## src/mbhr_pkg.sv

```systemverilog
// ----------------------------------------------------------------------------
// mbhr_pkg: shared types and constants for the holding register server
// Function codes, exception codes and the request/response beat structs.
// ----------------------------------------------------------------------------
package mbhr_pkg;

   localparam int REG_COUNT_DEF = 64;

   localparam logic [7:0] FC_READ_MULTI  = 8'h03;
   localparam logic [7:0] FC_WRITE_ONE   = 8'h06;
   localparam logic [7:0] FC_WRITE_MULTI = 8'h10;
   localparam logic [7:0] FC_EXC_FLAG    = 8'h80;

   localparam logic [1:0] EXC_NONE         = 2'd0;
   localparam logic [1:0] EXC_ILLEGAL_FUNC = 2'd1;
   localparam logic [1:0] EXC_ILLEGAL_ADDR = 2'd2;
   localparam logic [1:0] EXC_ILLEGAL_DATA = 2'd3;

   // payload byte positions
   localparam logic [7:0] PL_ADDR_HI = 8'd0;
   localparam logic [7:0] PL_ADDR_LO = 8'd1;
   localparam logic [7:0] PL_QTY_HI  = 8'd2;
   localparam logic [7:0] PL_QTY_LO  = 8'd3;
   localparam logic [7:0] PL_BCOUNT  = 8'd4;
   localparam logic [7:0] PL_DATA    = 8'd5;
   localparam logic [7:0] PL_MAX     = 8'd255;

   typedef struct packed {
      logic [7:0] req_unit;
      logic [7:0] pdu_byte;
      logic       end_of_request;
   } req_item_type;

   typedef struct packed {
      logic [7:0]  resp_unit;
      logic [7:0]  resp_function;
      logic [1:0]  exception_code;
      logic [7:0]  read_bytes;
      logic [15:0] first_word;
      logic [15:0] second_word;
      logic        last_result;
   } rsp_item_type;

endpackage

```

## src/modbus_holding_register_server.sv

```systemverilog
// ----------------------------------------------------------------------------
// modbus_holding_register_server
// Holding register server for read multiple (0x03), write single (0x06) and
// write multiple (0x10), fed one request byte per beat.
// ----------------------------------------------------------------------------
//
//  channel | ports                   | handshake
//  --------+-------------------------+-------------------------------------
//  request | start, busy, req_item   | beat taken when start && !busy
//  result  | rsp_strobe, rsp_item    | one-cycle strobe, cannot be stalled
//
// Request bytes are taken one per beat while idle. After the closing byte the
// sequencer evaluates the request; exceptions and write single answer there.
// Read multiple then does a memory read, then an emit, for each register;
// write multiple does a staged read, then a holding write, for each register.
// Reset: synchronous; holding registers read as their own index until
// written (a valid bit per entry). Staged store is not cleared.
// Results are emitted on a strobe and the receiver cannot stall them.
// ----------------------------------------------------------------------------
module modbus_holding_register_server #(
   parameter int REG_COUNT = mbhr_pkg::REG_COUNT_DEF
) (
   input  logic                   clock,
   input  logic                   reset,
   input  logic                   start,
   output logic                   busy,
   input  mbhr_pkg::req_item_type req_item,
   output logic                   rsp_strobe,
   output mbhr_pkg::rsp_item_type rsp_item
);
   import mbhr_pkg::*;

   localparam int IDX_W = (REG_COUNT > 1) ? $clog2(REG_COUNT) : 1;
   localparam int CNT_W = $clog2(REG_COUNT + 1);

   typedef enum logic [5:0] {
      ST_IDLE    = 6'b000001,
      ST_EVAL    = 6'b000010,
      ST_RD_ADDR = 6'b000100,
      ST_RD_DATA = 6'b001000,
      ST_CM_RD   = 6'b010000,
      ST_CM_WR   = 6'b100000
   } state_type;

   state_type    state_ff, state_in;
   logic         expect_ff, expect_in;
   logic [7:0]   func_ff, func_in;
   logic [7:0]   unit_ff, unit_in;
   logic [15:0]  addr_ff, addr_in;
   logic [15:0]  qty_ff, qty_in;
   logic [7:0]   bcount_ff, bcount_in;
   logic [7:0]   plcnt_ff, plcnt_in;
   logic [7:0]   hold_ff, hold_in;
   logic [CNT_W-1:0] idx_ff, idx_in;
   rsp_item_type rsp_ff, rsp_in;
   logic         strobe_ff, strobe_in;

   // holding store: memory plus a valid bit per entry
   logic [15:0]      hold_mem [REG_COUNT];
   logic [REG_COUNT-1:0] hvalid_ff;
   logic [15:0]      hrd_data_ff;
   logic             hrd_val_ff;
   logic [IDX_W-1:0] hrd_idx_ff;
   logic             hw_we;
   logic [IDX_W-1:0] hw_addr;
   logic [15:0]      hw_data;
   logic [IDX_W-1:0] hr_addr;

   // staged store for write multiple
   logic [15:0]      stg_mem [REG_COUNT];
   logic [15:0]      stg_rd_ff;
   logic             stg_we;
   logic [IDX_W-1:0] stg_waddr;
   logic [IDX_W-1:0] stg_raddr;

   logic        accept;
   logic [7:0]  data_off;
   logic [6:0]  data_word;
   logic [16:0] range_end;
   logic        range_bad;
   logic        loop_last;
   logic [IDX_W-1:0] loop_addr;

   assign busy       = (state_ff != ST_IDLE);
   assign accept     = start && !busy;
   assign rsp_strobe = strobe_ff;
   assign rsp_item   = rsp_ff;

   assign data_off  = plcnt_ff - PL_DATA;
   assign data_word = data_off[7:1];
   assign range_end = {1'b0, addr_ff} + {1'b0, qty_ff};
   assign range_bad = range_end > 17'(REG_COUNT);
   assign loop_last = ({{(16-CNT_W){1'b0}}, idx_ff} + 16'd1) == qty_ff;
   assign loop_addr = addr_ff[IDX_W-1:0] + idx_ff[IDX_W-1:0];

   always_comb begin
      state_in  = state_ff;
      expect_in = expect_ff;
      func_in   = func_ff;
      unit_in   = unit_ff;
      addr_in   = addr_ff;
      qty_in    = qty_ff;
      bcount_in = bcount_ff;
      plcnt_in  = plcnt_ff;
      hold_in   = hold_ff;
      idx_in    = idx_ff;
      rsp_in    = rsp_ff;
      strobe_in = 1'b0;
      hw_we     = 1'b0;
      hw_addr   = loop_addr;
      hw_data   = stg_rd_ff;
      hr_addr   = loop_addr;
      stg_we    = 1'b0;
      stg_waddr = data_word[IDX_W-1:0];
      stg_raddr = idx_ff[IDX_W-1:0];

      unique case (state_ff)
         ST_IDLE: begin
            if (accept) begin
               if (expect_ff) begin
                  func_in   = req_item.pdu_byte;
                  unit_in   = req_item.req_unit;
                  plcnt_in  = 8'd0;
                  addr_in   = 16'd0;
                  qty_in    = 16'd0;
                  bcount_in = 8'd0;
                  expect_in = 1'b0;
               end else if (plcnt_ff != PL_MAX) begin
                  unique case (plcnt_ff)
                     PL_ADDR_HI: addr_in   = {req_item.pdu_byte, 8'd0};
                     PL_ADDR_LO: addr_in   = {addr_ff[15:8], req_item.pdu_byte};
                     PL_QTY_HI:  qty_in    = {req_item.pdu_byte, 8'd0};
                     PL_QTY_LO:  qty_in    = {qty_ff[15:8], req_item.pdu_byte};
                     PL_BCOUNT:  bcount_in = req_item.pdu_byte;
                     default: begin
                        if (!data_off[0]) begin
                           hold_in = req_item.pdu_byte;
                        end else if (7'(data_word) < 7'(REG_COUNT)) begin
                           stg_we = 1'b1;
                        end
                     end
                  endcase
                  plcnt_in = plcnt_ff + 8'd1;
               end
               if (req_item.end_of_request) begin
                  expect_in = 1'b1;
                  state_in  = ST_EVAL;
               end
            end
         end
         ST_EVAL: begin
            strobe_in = 1'b1;
            rsp_in    = '{unit_ff, func_ff | FC_EXC_FLAG, EXC_NONE, 8'd0,
                          16'd0, 16'd0, 1'b1};
            state_in  = ST_IDLE;
            idx_in    = '0;
            unique case (func_ff)
               FC_READ_MULTI: begin
                  if (plcnt_ff < PL_BCOUNT) begin
                     rsp_in.exception_code = EXC_ILLEGAL_DATA;
                  end else if (qty_ff == 16'd0 || range_bad) begin
                     rsp_in.exception_code = EXC_ILLEGAL_ADDR;
                  end else begin
                     strobe_in = 1'b0;
                     state_in  = ST_RD_ADDR;
                  end
               end
               FC_WRITE_ONE: begin
                  if (plcnt_ff < PL_BCOUNT) begin
                     rsp_in.exception_code = EXC_ILLEGAL_DATA;
                  end else if (addr_ff >= 16'(REG_COUNT)) begin
                     rsp_in.exception_code = EXC_ILLEGAL_ADDR;
                  end else begin
                     hw_we   = 1'b1;
                     hw_addr = addr_ff[IDX_W-1:0];
                     hw_data = qty_ff;
                     rsp_in  = '{unit_ff, func_ff, EXC_NONE, 8'd0,
                                 addr_ff, qty_ff, 1'b1};
                  end
               end
               FC_WRITE_MULTI: begin
                  if (plcnt_ff < PL_DATA || qty_ff == 16'd0 ||
                      {9'd0, bcount_ff} != {qty_ff, 1'b0} || range_bad ||
                      {1'b0, plcnt_ff} < ({1'b0, PL_DATA} + {1'b0, bcount_ff})) begin
                     rsp_in.exception_code = EXC_ILLEGAL_DATA;
                  end else begin
                     strobe_in = 1'b0;
                     state_in  = ST_CM_RD;
                  end
               end
               default: rsp_in.exception_code = EXC_ILLEGAL_FUNC;
            endcase
         end
         ST_RD_ADDR: begin
            state_in = ST_RD_DATA;
         end
         ST_RD_DATA: begin
            strobe_in = 1'b1;
            rsp_in    = '{unit_ff, FC_READ_MULTI, EXC_NONE, 8'({qty_ff, 1'b0}),
                          hrd_val_ff ? hrd_data_ff : 16'(hrd_idx_ff),
                          16'd0, loop_last};
            idx_in    = idx_ff + 1'b1;
            state_in  = loop_last ? ST_IDLE : ST_RD_ADDR;
         end
         ST_CM_RD: begin
            state_in = ST_CM_WR;
         end
         ST_CM_WR: begin
            hw_we  = 1'b1;
            idx_in = idx_ff + 1'b1;
            if (loop_last) begin
               strobe_in = 1'b1;
               rsp_in    = '{unit_ff, FC_WRITE_MULTI, EXC_NONE, 8'd0,
                             addr_ff, qty_ff, 1'b1};
               state_in  = ST_IDLE;
            end else begin
               state_in  = ST_CM_RD;
            end
         end
         default: state_in = ST_IDLE;
      endcase
   end

   always_ff @(posedge clock) begin
      if (reset) begin
         state_ff  <= ST_IDLE;
         expect_ff <= 1'b1;
         strobe_ff <= 1'b0;
         func_ff   <= 8'd0;
         unit_ff   <= 8'd0;
         addr_ff   <= 16'd0;
         qty_ff    <= 16'd0;
         bcount_ff <= 8'd0;
         plcnt_ff  <= 8'd0;
         hold_ff   <= 8'd0;
         idx_ff    <= '0;
      end else begin
         state_ff  <= state_in;
         expect_ff <= expect_in;
         strobe_ff <= strobe_in;
         func_ff   <= func_in;
         unit_ff   <= unit_in;
         addr_ff   <= addr_in;
         qty_ff    <= qty_in;
         bcount_ff <= bcount_in;
         plcnt_ff  <= plcnt_in;
         hold_ff   <= hold_in;
         idx_ff    <= idx_in;
      end
   end

   always_ff @(posedge clock) begin
      rsp_ff <= rsp_in;
   end

   // holding store, registered read
   always_ff @(posedge clock) begin
      if (hw_we) begin
         hold_mem[hw_addr] <= hw_data;
      end
      hrd_data_ff <= hold_mem[hr_addr];
      hrd_idx_ff  <= hr_addr;
      hrd_val_ff  <= hvalid_ff[hr_addr];
   end

   always_ff @(posedge clock) begin
      if (reset) begin
         hvalid_ff <= '0;
      end else if (hw_we) begin
         hvalid_ff[hw_addr] <= 1'b1;
      end
   end

   // staged store, registered read
   always_ff @(posedge clock) begin
      if (stg_we) begin
         stg_mem[stg_waddr] <= {hold_ff, req_item.pdu_byte};
      end
      stg_rd_ff <= stg_mem[stg_raddr];
   end

`ifndef SYNTHESIS
   a_end_goes_eval: assert property (@(posedge clock) disable iff (reset)
      (accept && req_item.end_of_request) |=> (state_ff == ST_EVAL))
      else $error("closing beat did not start evaluation");
   a_strobe_from_work: assert property (@(posedge clock) disable iff (reset)
      strobe_ff |-> ($past(state_ff) != ST_IDLE))
      else $error("result strobe while idle");
   a_exc_flag: assert property (@(posedge clock) disable iff (reset)
      (strobe_ff && rsp_ff.exception_code != EXC_NONE) |-> rsp_ff.resp_function[7])
      else $error("exception without flag bit");
   a_single_last: assert property (@(posedge clock) disable iff (reset)
      (strobe_ff && rsp_ff.resp_function != FC_READ_MULTI) |-> rsp_ff.last_result)
      else $error("non-read response not marked last");
`endif

endmodule
```

## config.mk

```make
export PLATFORM = sky130hd
export DESIGN_NAME = modbus_holding_register_server
export DESIGN_NICKNAME = d
export VERILOG_FILES = /design/src/mbhr_pkg.sv /design/src/modbus_holding_register_server.sv
export SDC_FILE = /design/constraint.sdc
export NUM_CORES = 2
export LEC_CHECK = 0
export ABC_AREA = 1
export BUFFER_PORTS_ARGS = -buffer_cell sky130_fd_sc_hd__clkbuf_2
export CAP_MARGIN = 0
export CORE_ASPECT_RATIO = 1.2
export CORE_MARGIN = 8
export CORE_UTILIZATION = 50
export DETAILED_ROUTE_END_ITERATION = 12
export PLACE_DENSITY = 0.65
export RECOVER_POWER = 100
export SYNTH_ARGS = -nofsm -noshare
export SYNTH_HDL_FRONTEND = slang
export SYNTH_SLANG_ARGS = --single-unit
```

## constraint.sdc

```tcl
create_clock -name clock -period 6.7 [get_ports clock]
set_clock_uncertainty 0.2 [all_clocks]
set_input_delay 1.005 -clock clock [delete_from_list [all_inputs] [get_ports clock]]
set_output_delay 1.005 -clock clock [all_outputs]
set_load 0.02 [all_outputs]
```

## After elaboration in Yosys (flattened, before gate mapping)

Memories as Yosys holds them, arrays and structs flattened. A register that Yosys moved wholly into a read port is not among the register bits.
Index checks and enable logic that the tools add are counted.

| word-level totals | value |
|---|---|
| bits in registers | 217 |
| memories kept | 2 |
| bits in writable memories | 2048 |
| bits of input ports | 20 |
| word-level logic and storage cells | 168 |

| cells by class | value |
|---|---|
| $lt $le $gt $ge | 9 |
| reduce and logical (&&, ||, !) cells | 31 |
| bitwise gates (word level) | 4 |
| mux-type cells | 70 |
| equal/unequal tests | 22 |
| $add $sub $neg | 7 |

Memories:

| name | depth | bits a word | rd ports | clocked after memory_dff | wr ports | line | RTL |
|---|---|---|---|---|---|---|---|
| hold_mem | 64 | 16 | 1 | 1 | 1 | modbus_holding_register_server.sv:59 | `logic [15:0] hold_mem [REG_COUNT];` |
| stg_mem | 64 | 16 | 1 | 1 | 1 | modbus_holding_register_server.sv:70 | `logic [15:0] stg_mem [REG_COUNT];` |

Operator list:

| cell | number |
|---|---|
| 59-bit case mux with 3 select lines | 1 |
| 16-bit two-way mux | 9 |
| 41-bit two-way mux | 2 |
| 8-bit two-way mux | 8 |
| 64-bit bitwise OR | 1 |
| 16-bit case mux with 2 select lines | 2 |
| 59-bit two-way mux | 1 |
| 6-bit two-way mux | 6 |
| 6-bit case mux with 6 select lines | 1 |
| 33-bit two-way mux | 1 |
| 8-bit by 2-bit == test with 1-bit output (second input constant) | 3 |
| 1-bit two-way mux | 21 |
| 16-bit by 16-bit adder with 17-bit output | 1 |
| 17-bit by 7-bit > comparator with 1-bit output (second input constant) | 1 |
| 8-bit by 17-bit inequality test with 1-bit output | 1 |
| 8-bit by 16-bit == test with 1-bit output | 1 |
| 8-bit by 3-bit == test with 1-bit output (second input constant) | 2 |
| 16-bit by 7-bit greater-or-equal comparator with 1-bit output (second input constant) | 1 |
| 16-bit logical NOT | 1 |
| 8-bit by 3-bit less-than comparator with 1-bit output (second input constant) | 2 |
| 6-bit by 7-bit less-than comparator with 1-bit output (second input constant) | 2 |
| 7-bit case mux with 2 select lines | 1 |
| 4-bit AND reduction | 3 |
| 2-bit two-way mux | 5 |
| 41 further kinds | 66 |

## Depth between registers and ports, before layout

| logic depth | value |
|---|---|
| word-level depth | 11 |
| depth in mapped cells | 20 |
| depth with buffers taken out | 20 |

## Worst setup path after synthesis

Ideal clock, no wire load.

| path | value |
|---|---|
| path kind | register to register |
| start | reg idx_ff[2] |
| end | reg rsp_ff, in the netlist rsp_item[0], enable pin |
| arrival time | 4050 ps |
| path slack | 1976 ps |
| stages on the path, launching flop included | 12 |
| library setup time | 474 ps |
| data required time | 6026 ps |
| path through | dfxtp_1 -> clkbuf_1 -> inv_1 -> clkbuf_1 -> o31ai_1 -> nand2_1 -> xor2_1 -> nor2_1 -> nand3_1 -> nor2_1 -> nor2_1 -> nor2_1 |

| on the way | value |
|---|---|
| longest elaborated chain between the ends | 4 |

Ends and longest elaborated chain:

| what | line | RTL |
|---|---|---|
| start, declared | modbus_holding_register_server.sv:54 | `logic [CNT_W-1:0] idx_ff, idx_in;` |
| start signal, assigned | modbus_holding_register_server.sv:248 | `idx_ff <= idx_in;` |
| 7-bit by 1-bit adder with 8-bit output | modbus_holding_register_server.sv:93 | `assign loop_last = ({{(16-CNT_W){1'b0}}, idx_ff} + 16'd1) == qty_ff;` |
| 8-bit by 16-bit == test with 1-bit output | modbus_holding_register_server.sv:93 |  |
| 2-bit inequality test (no source line) | - |  |
| 2-bit AND reduction (no source line) | - |  |
| end signal, assigned | modbus_holding_register_server.sv:253 | `rsp_ff <= rsp_in;` |
| end, declared | modbus_holding_register_server.sv:55 | `rsp_item_type rsp_ff, rsp_in;` |

No other way between the ends.
A chain may end at the register's enable or synchronous reset.

## Worst setup path in the final report

| path | value |
|---|---|
| start | reg idx_ff[0] |
| end | mem hold_mem[13][14], enable pin |

| on the way | value |
|---|---|
| longest elaborated chain between the ends | 5 |

Ends and longest elaborated chain:

| what | line | RTL |
|---|---|---|
| 6-bit adder * | modbus_holding_register_server.sv:94 | `assign loop_addr = addr_ff[IDX_W-1:0] + idx_ff[IDX_W-1:0];` |
| 6-bit two-way mux | modbus_holding_register_server.sv:171 | `end else if (addr_ff >= 16'(REG_COUNT)) begin` |
| 6-bit two-way mux | modbus_holding_register_server.sv:169 | `if (plcnt_ff < PL_BCOUNT) begin` |
| 6-bit two-way mux | modbus_holding_register_server.sv:157 | `unique case (func_ff)` |
| 6-bit two-way mux * | modbus_holding_register_server.sv:117 | `unique case (state_ff)` |
| end, declared | modbus_holding_register_server.sv:59 |  |

Mark *: on every way between the ends. The rest lies on a longest branch, timed or not.

==> impl_metrics.env <==
export IMPL_yosys_area_top_type="edfxtp_1"
export IMPL_drt_wl_total_um=271000
export IMPL_syn_num_nets=7526
export IMPL_dieArea_um2=197000
export IMPL_synth_seq_area_share=0.732
export IMPL_cts_tree="built"
export IMPL_reg2reg_slack_ns=0.80
export IMPL_num_vias=61605
export IMPL_fin_area_um2=102000
export IMPL_critical_path_class="flop to flop"
export IMPL_drive_gt1_frac=0.0643
export IMPL_place_gp_congestion=0.957
export IMPL_pin_count=81
export IMPL_leakage_nw=32.8
export IMPL_postCtsSetupBuffers=0
export IMPL_setup_viol=0
export IMPL_tightest_slew_ns=3.72
export IMPL_synth_ff_type="edfxtp_1"
export IMPL_whs_path_depth=3
export IMPL_die_x_um=407
export IMPL_reg2reg_depth=10
export IMPL_synthCells=7469
export IMPL_relSlewSlack=-1.48
export IMPL_dp_hpwl_um=162000
export IMPL_gr_total_overflow=0
export IMPL_clock_root_buffer="clkbuf_16"
export IMPL_grtUsageMet2=0.415
export IMPL_min_to="unit_ff[0]"
export IMPL_tns_ns=0
export IMPL_grt_pass1_wl_um=392000
export IMPL_numPortBuffers=79
export IMPL_synthTopCellsByArea="edfxtp_1 69%, o21ai_0 6.8%, nor2_1 6.0%"
export IMPL_htreeDepth=4
export IMPL_pwr_density_cell_nw_per_um2=283
export IMPL_power_mw=28.8
export IMPL_met1_usage=0.343
export IMPL_holdWs_ns=0.186
export IMPL_synth_edf_count=2106
export IMPL_r2r_end="hold_mem[13][14]"
export IMPL_min_from="req_item[9]"
export IMPL_synthArstFlopShare=0
export IMPL_wl_per_cell_um=26.9
export IMPL_use_met3=0.0498
export IMPL_hold_path_class="input port to flop"
export IMPL_yosysTopAreaCellShare=0.690
export IMPL_die_h_um=485
export IMPL_slew_viol_final=1523
export IMPL_cts_made_buffers=213
export IMPL_placedInstanceArea_um2=94900
export IMPL_cp_data_arrival_time_ns=6.15
export IMPL_ir_worst_vdd_uv=369
export IMPL_first_global_vias=58202
export IMPL_core_um2=182000
export IMPL_crit_required_ns=6.95
export IMPL_start_util=0.502
export IMPL_post_cts_resized=0
export IMPL_clk_path_buf_depth=3
export IMPL_grt_busiest_layer="met2"
export IMPL_grt_use_total=0.265
export IMPL_outcome="finished, violations left"
export IMPL_drcViolationCount=0
export IMPL_worstSkewPairLatency_ns=0.88
export IMPL_firstDrtPassIters=7
export IMPL_clkTransAtPathRegs_ns=0.06
export IMPL_grt_max_degree=172
export IMPL_drt_iter0_markers=7663
export IMPL_grt_antenna_before_repair=7
export IMPL_hold_violations=0
export IMPL_post_route_min_period_ns=5.90
export IMPL_syn_avg_cell_area_um2=12.3
export IMPL_reg2reg_from="idx_ff[0]"
export IMPL_synth_seq_cells=2296
export IMPL_rows=172
export IMPL_ant_nets=0
export IMPL_syn_to_final_growth_pct=11.0
export IMPL_period_share=0.880
export IMPL_start_kind="flop"
export IMPL_max_freq_mhz=170
export IMPL_ys_types=54
export IMPL_finalNetCount=7501
export IMPL_ctsHoldBuffers=0
export IMPL_yosys_warnings=0
export IMPL_cp_max_fo=94
export IMPL_vias_per_cell=6.12
export IMPL_endpoint_kind="flop"
export IMPL_cts_sinks=2296
export IMPL_violations="capacitance limit, slew limit"
export IMPL_maxCapViolCount=30
export IMPL_rsz0062_at_grt="no"
export IMPL_synthesis_area_um2=91600
[layout make-up]
type | count | area [um2]
fill | 14988 | 80700
timing repair buffer | 252 | 1380
clock buffer | 270 | 5710
multi-input combinational | 4402 | 21800
inverter | 279 | 1080
tap | 2436 | 3050
antenna | 4 | 10.0
clock inverter | 135 | 1660
sequential | 2296 | 67100
[synthesized netlist by cell type, drive strengths merged, types with 12 or more instances]
cell type	number
nand4	25
a31oi	30
inv	277
edfxtp	2106
ha	35
nor3	13
o211ai	21
o21ai	1259
o221ai	164
a211oi	18
clkbuf	446
nand3	171
o22ai	406
xor2	22
dfxtp	190
a21oi	213
buf	46
nand2	477
o21a	12
nor2	1474
[worst max-delay path: stages (launching register included)]
cell,delay (ns)
dfxtp_4,0.47
ha_4,0.22
fa_1,0.47
xor2_4,0.30
clkbuf_2,1.96
o21ai_2,0.22
clkinv_1,0.14
nand2_1,0.14
nor2_4,0.49
nand2_1,0.16
inv_1,0.67
[worst max-delay path by stage]
stage / start / end / slack, ns / cells after the start
after floorplan: idx_ff[2] / rsp_item[0] / 1.98 / 11
after global placement: idx_ff[1] / hrd_data_ff[2] / 1.64 / 9
after detailed placement: idx_ff[1] / hrd_data_ff[2] / 1.61 / 9
after CTS: idx_ff[1] / hrd_data_ff[2] / 1.60 / 9
after global routing: func_ff[7] / hold_mem[52][4] / 0.70 / 13
final: idx_ff[0] / hold_mem[13][14] / 0.80 / 10
[state kept, by name, indices dropped and copies added, names as in the netlist]
| signal | cells |
|---|---|
| hold_mem | 1024 |
| stg_mem | 1024 |
| hvalid_ff | 64 |
| rsp_item | 58 |
| addr_ff | 16 |
| hrd_data_ff | 16 |
| qty_ff | 16 |
| stg_rd_ff | 16 |
| bcount_ff | 8 |
| func_ff | 8 |
| hold_ff | 8 |
| plcnt_ff | 8 |
| unit_ff | 8 |
| idx_ff | 7 |
| hrd_idx_ff | 6 |
| state_ff | 6 |
| expect_ff | 1 |
| hrd_val_ff | 1 |
| rsp_strobe | 1 |
[where the power goes]
part	leakage [nW]	switching (mW)	total (mW)	internal (mW)
clock	3.58	5.40	12.7	7.27
combinational	9.37	0.429	0.554	0.125
sequential	19.9	0.0481	15.6	15.5
total	32.8	5.88	28.8	22.9
[cells in the final DEF (no fill, tap or decap), types with 9 or more instances in the layout]
cell        netlist  final
clkinv_2          0     44
clkinvlp_4        0     10
clkbuf_2          0     21
a211oi_1         18     18
ha_1             35     34
buf_12            0     10
buf_4             1     65
a31oi_1          30     30
o21ai_0        1253   1253
inv_1           235    265
o221ai_1        164    164
dfxtp_1         190    182
clkbuf_16         0    215
bufinv_16         0     31
nand2_1         473    473
o211ai_1         21     21
nor3_1           12     13
clkbuf_1        446    199
nor2_4           16     16
nand3_1         171    171
clkbuf_8          0     12
clkinv_1          2     34
xor2_1           22     18
o32ai_1           9      9
nand4_1          25     25
o22ai_1         406    406
edfxtp_1       2106   2106
nor2_1         1453   1458
a21oi_1         213    207
[through the flow]
stage,util,setup slack (ns),instances
after floorplan,-,1.98,7469
after global placement,0.520,1.64,9665
after detailed placement,0.520,1.61,9665
after CTS,0.560,1.60,10070
after global routing,0.558,0.699,10071
final,0.558,0.801,10074
[routing by layer]
metal	up-vias	share of wire
met5	-	0.000081
met4	4	0.077
met3	652	0.089
met2	3291	0.46
met1	30329	0.38
li1	27329	-
[cell families (layout without fill, tap and decap cells)]
logic type               Yosys count  after routing  synth area share
other                              1              5         0.0000409
XOR/XNOR                          28             28           0.00268
multiplexers                       4              4          0.000437
AO/OA/AOI/OAI                   2156           2156             0.133
adder cells (fa/ha/maj)           37             37           0.00522
flip-flops                      2296           2296             0.732
AND/OR/NAND/NOR                 2176           2176            0.0946
buffers and inverters            771            936            0.0319
No activity file was read; power rests on OpenSTA's default activity.
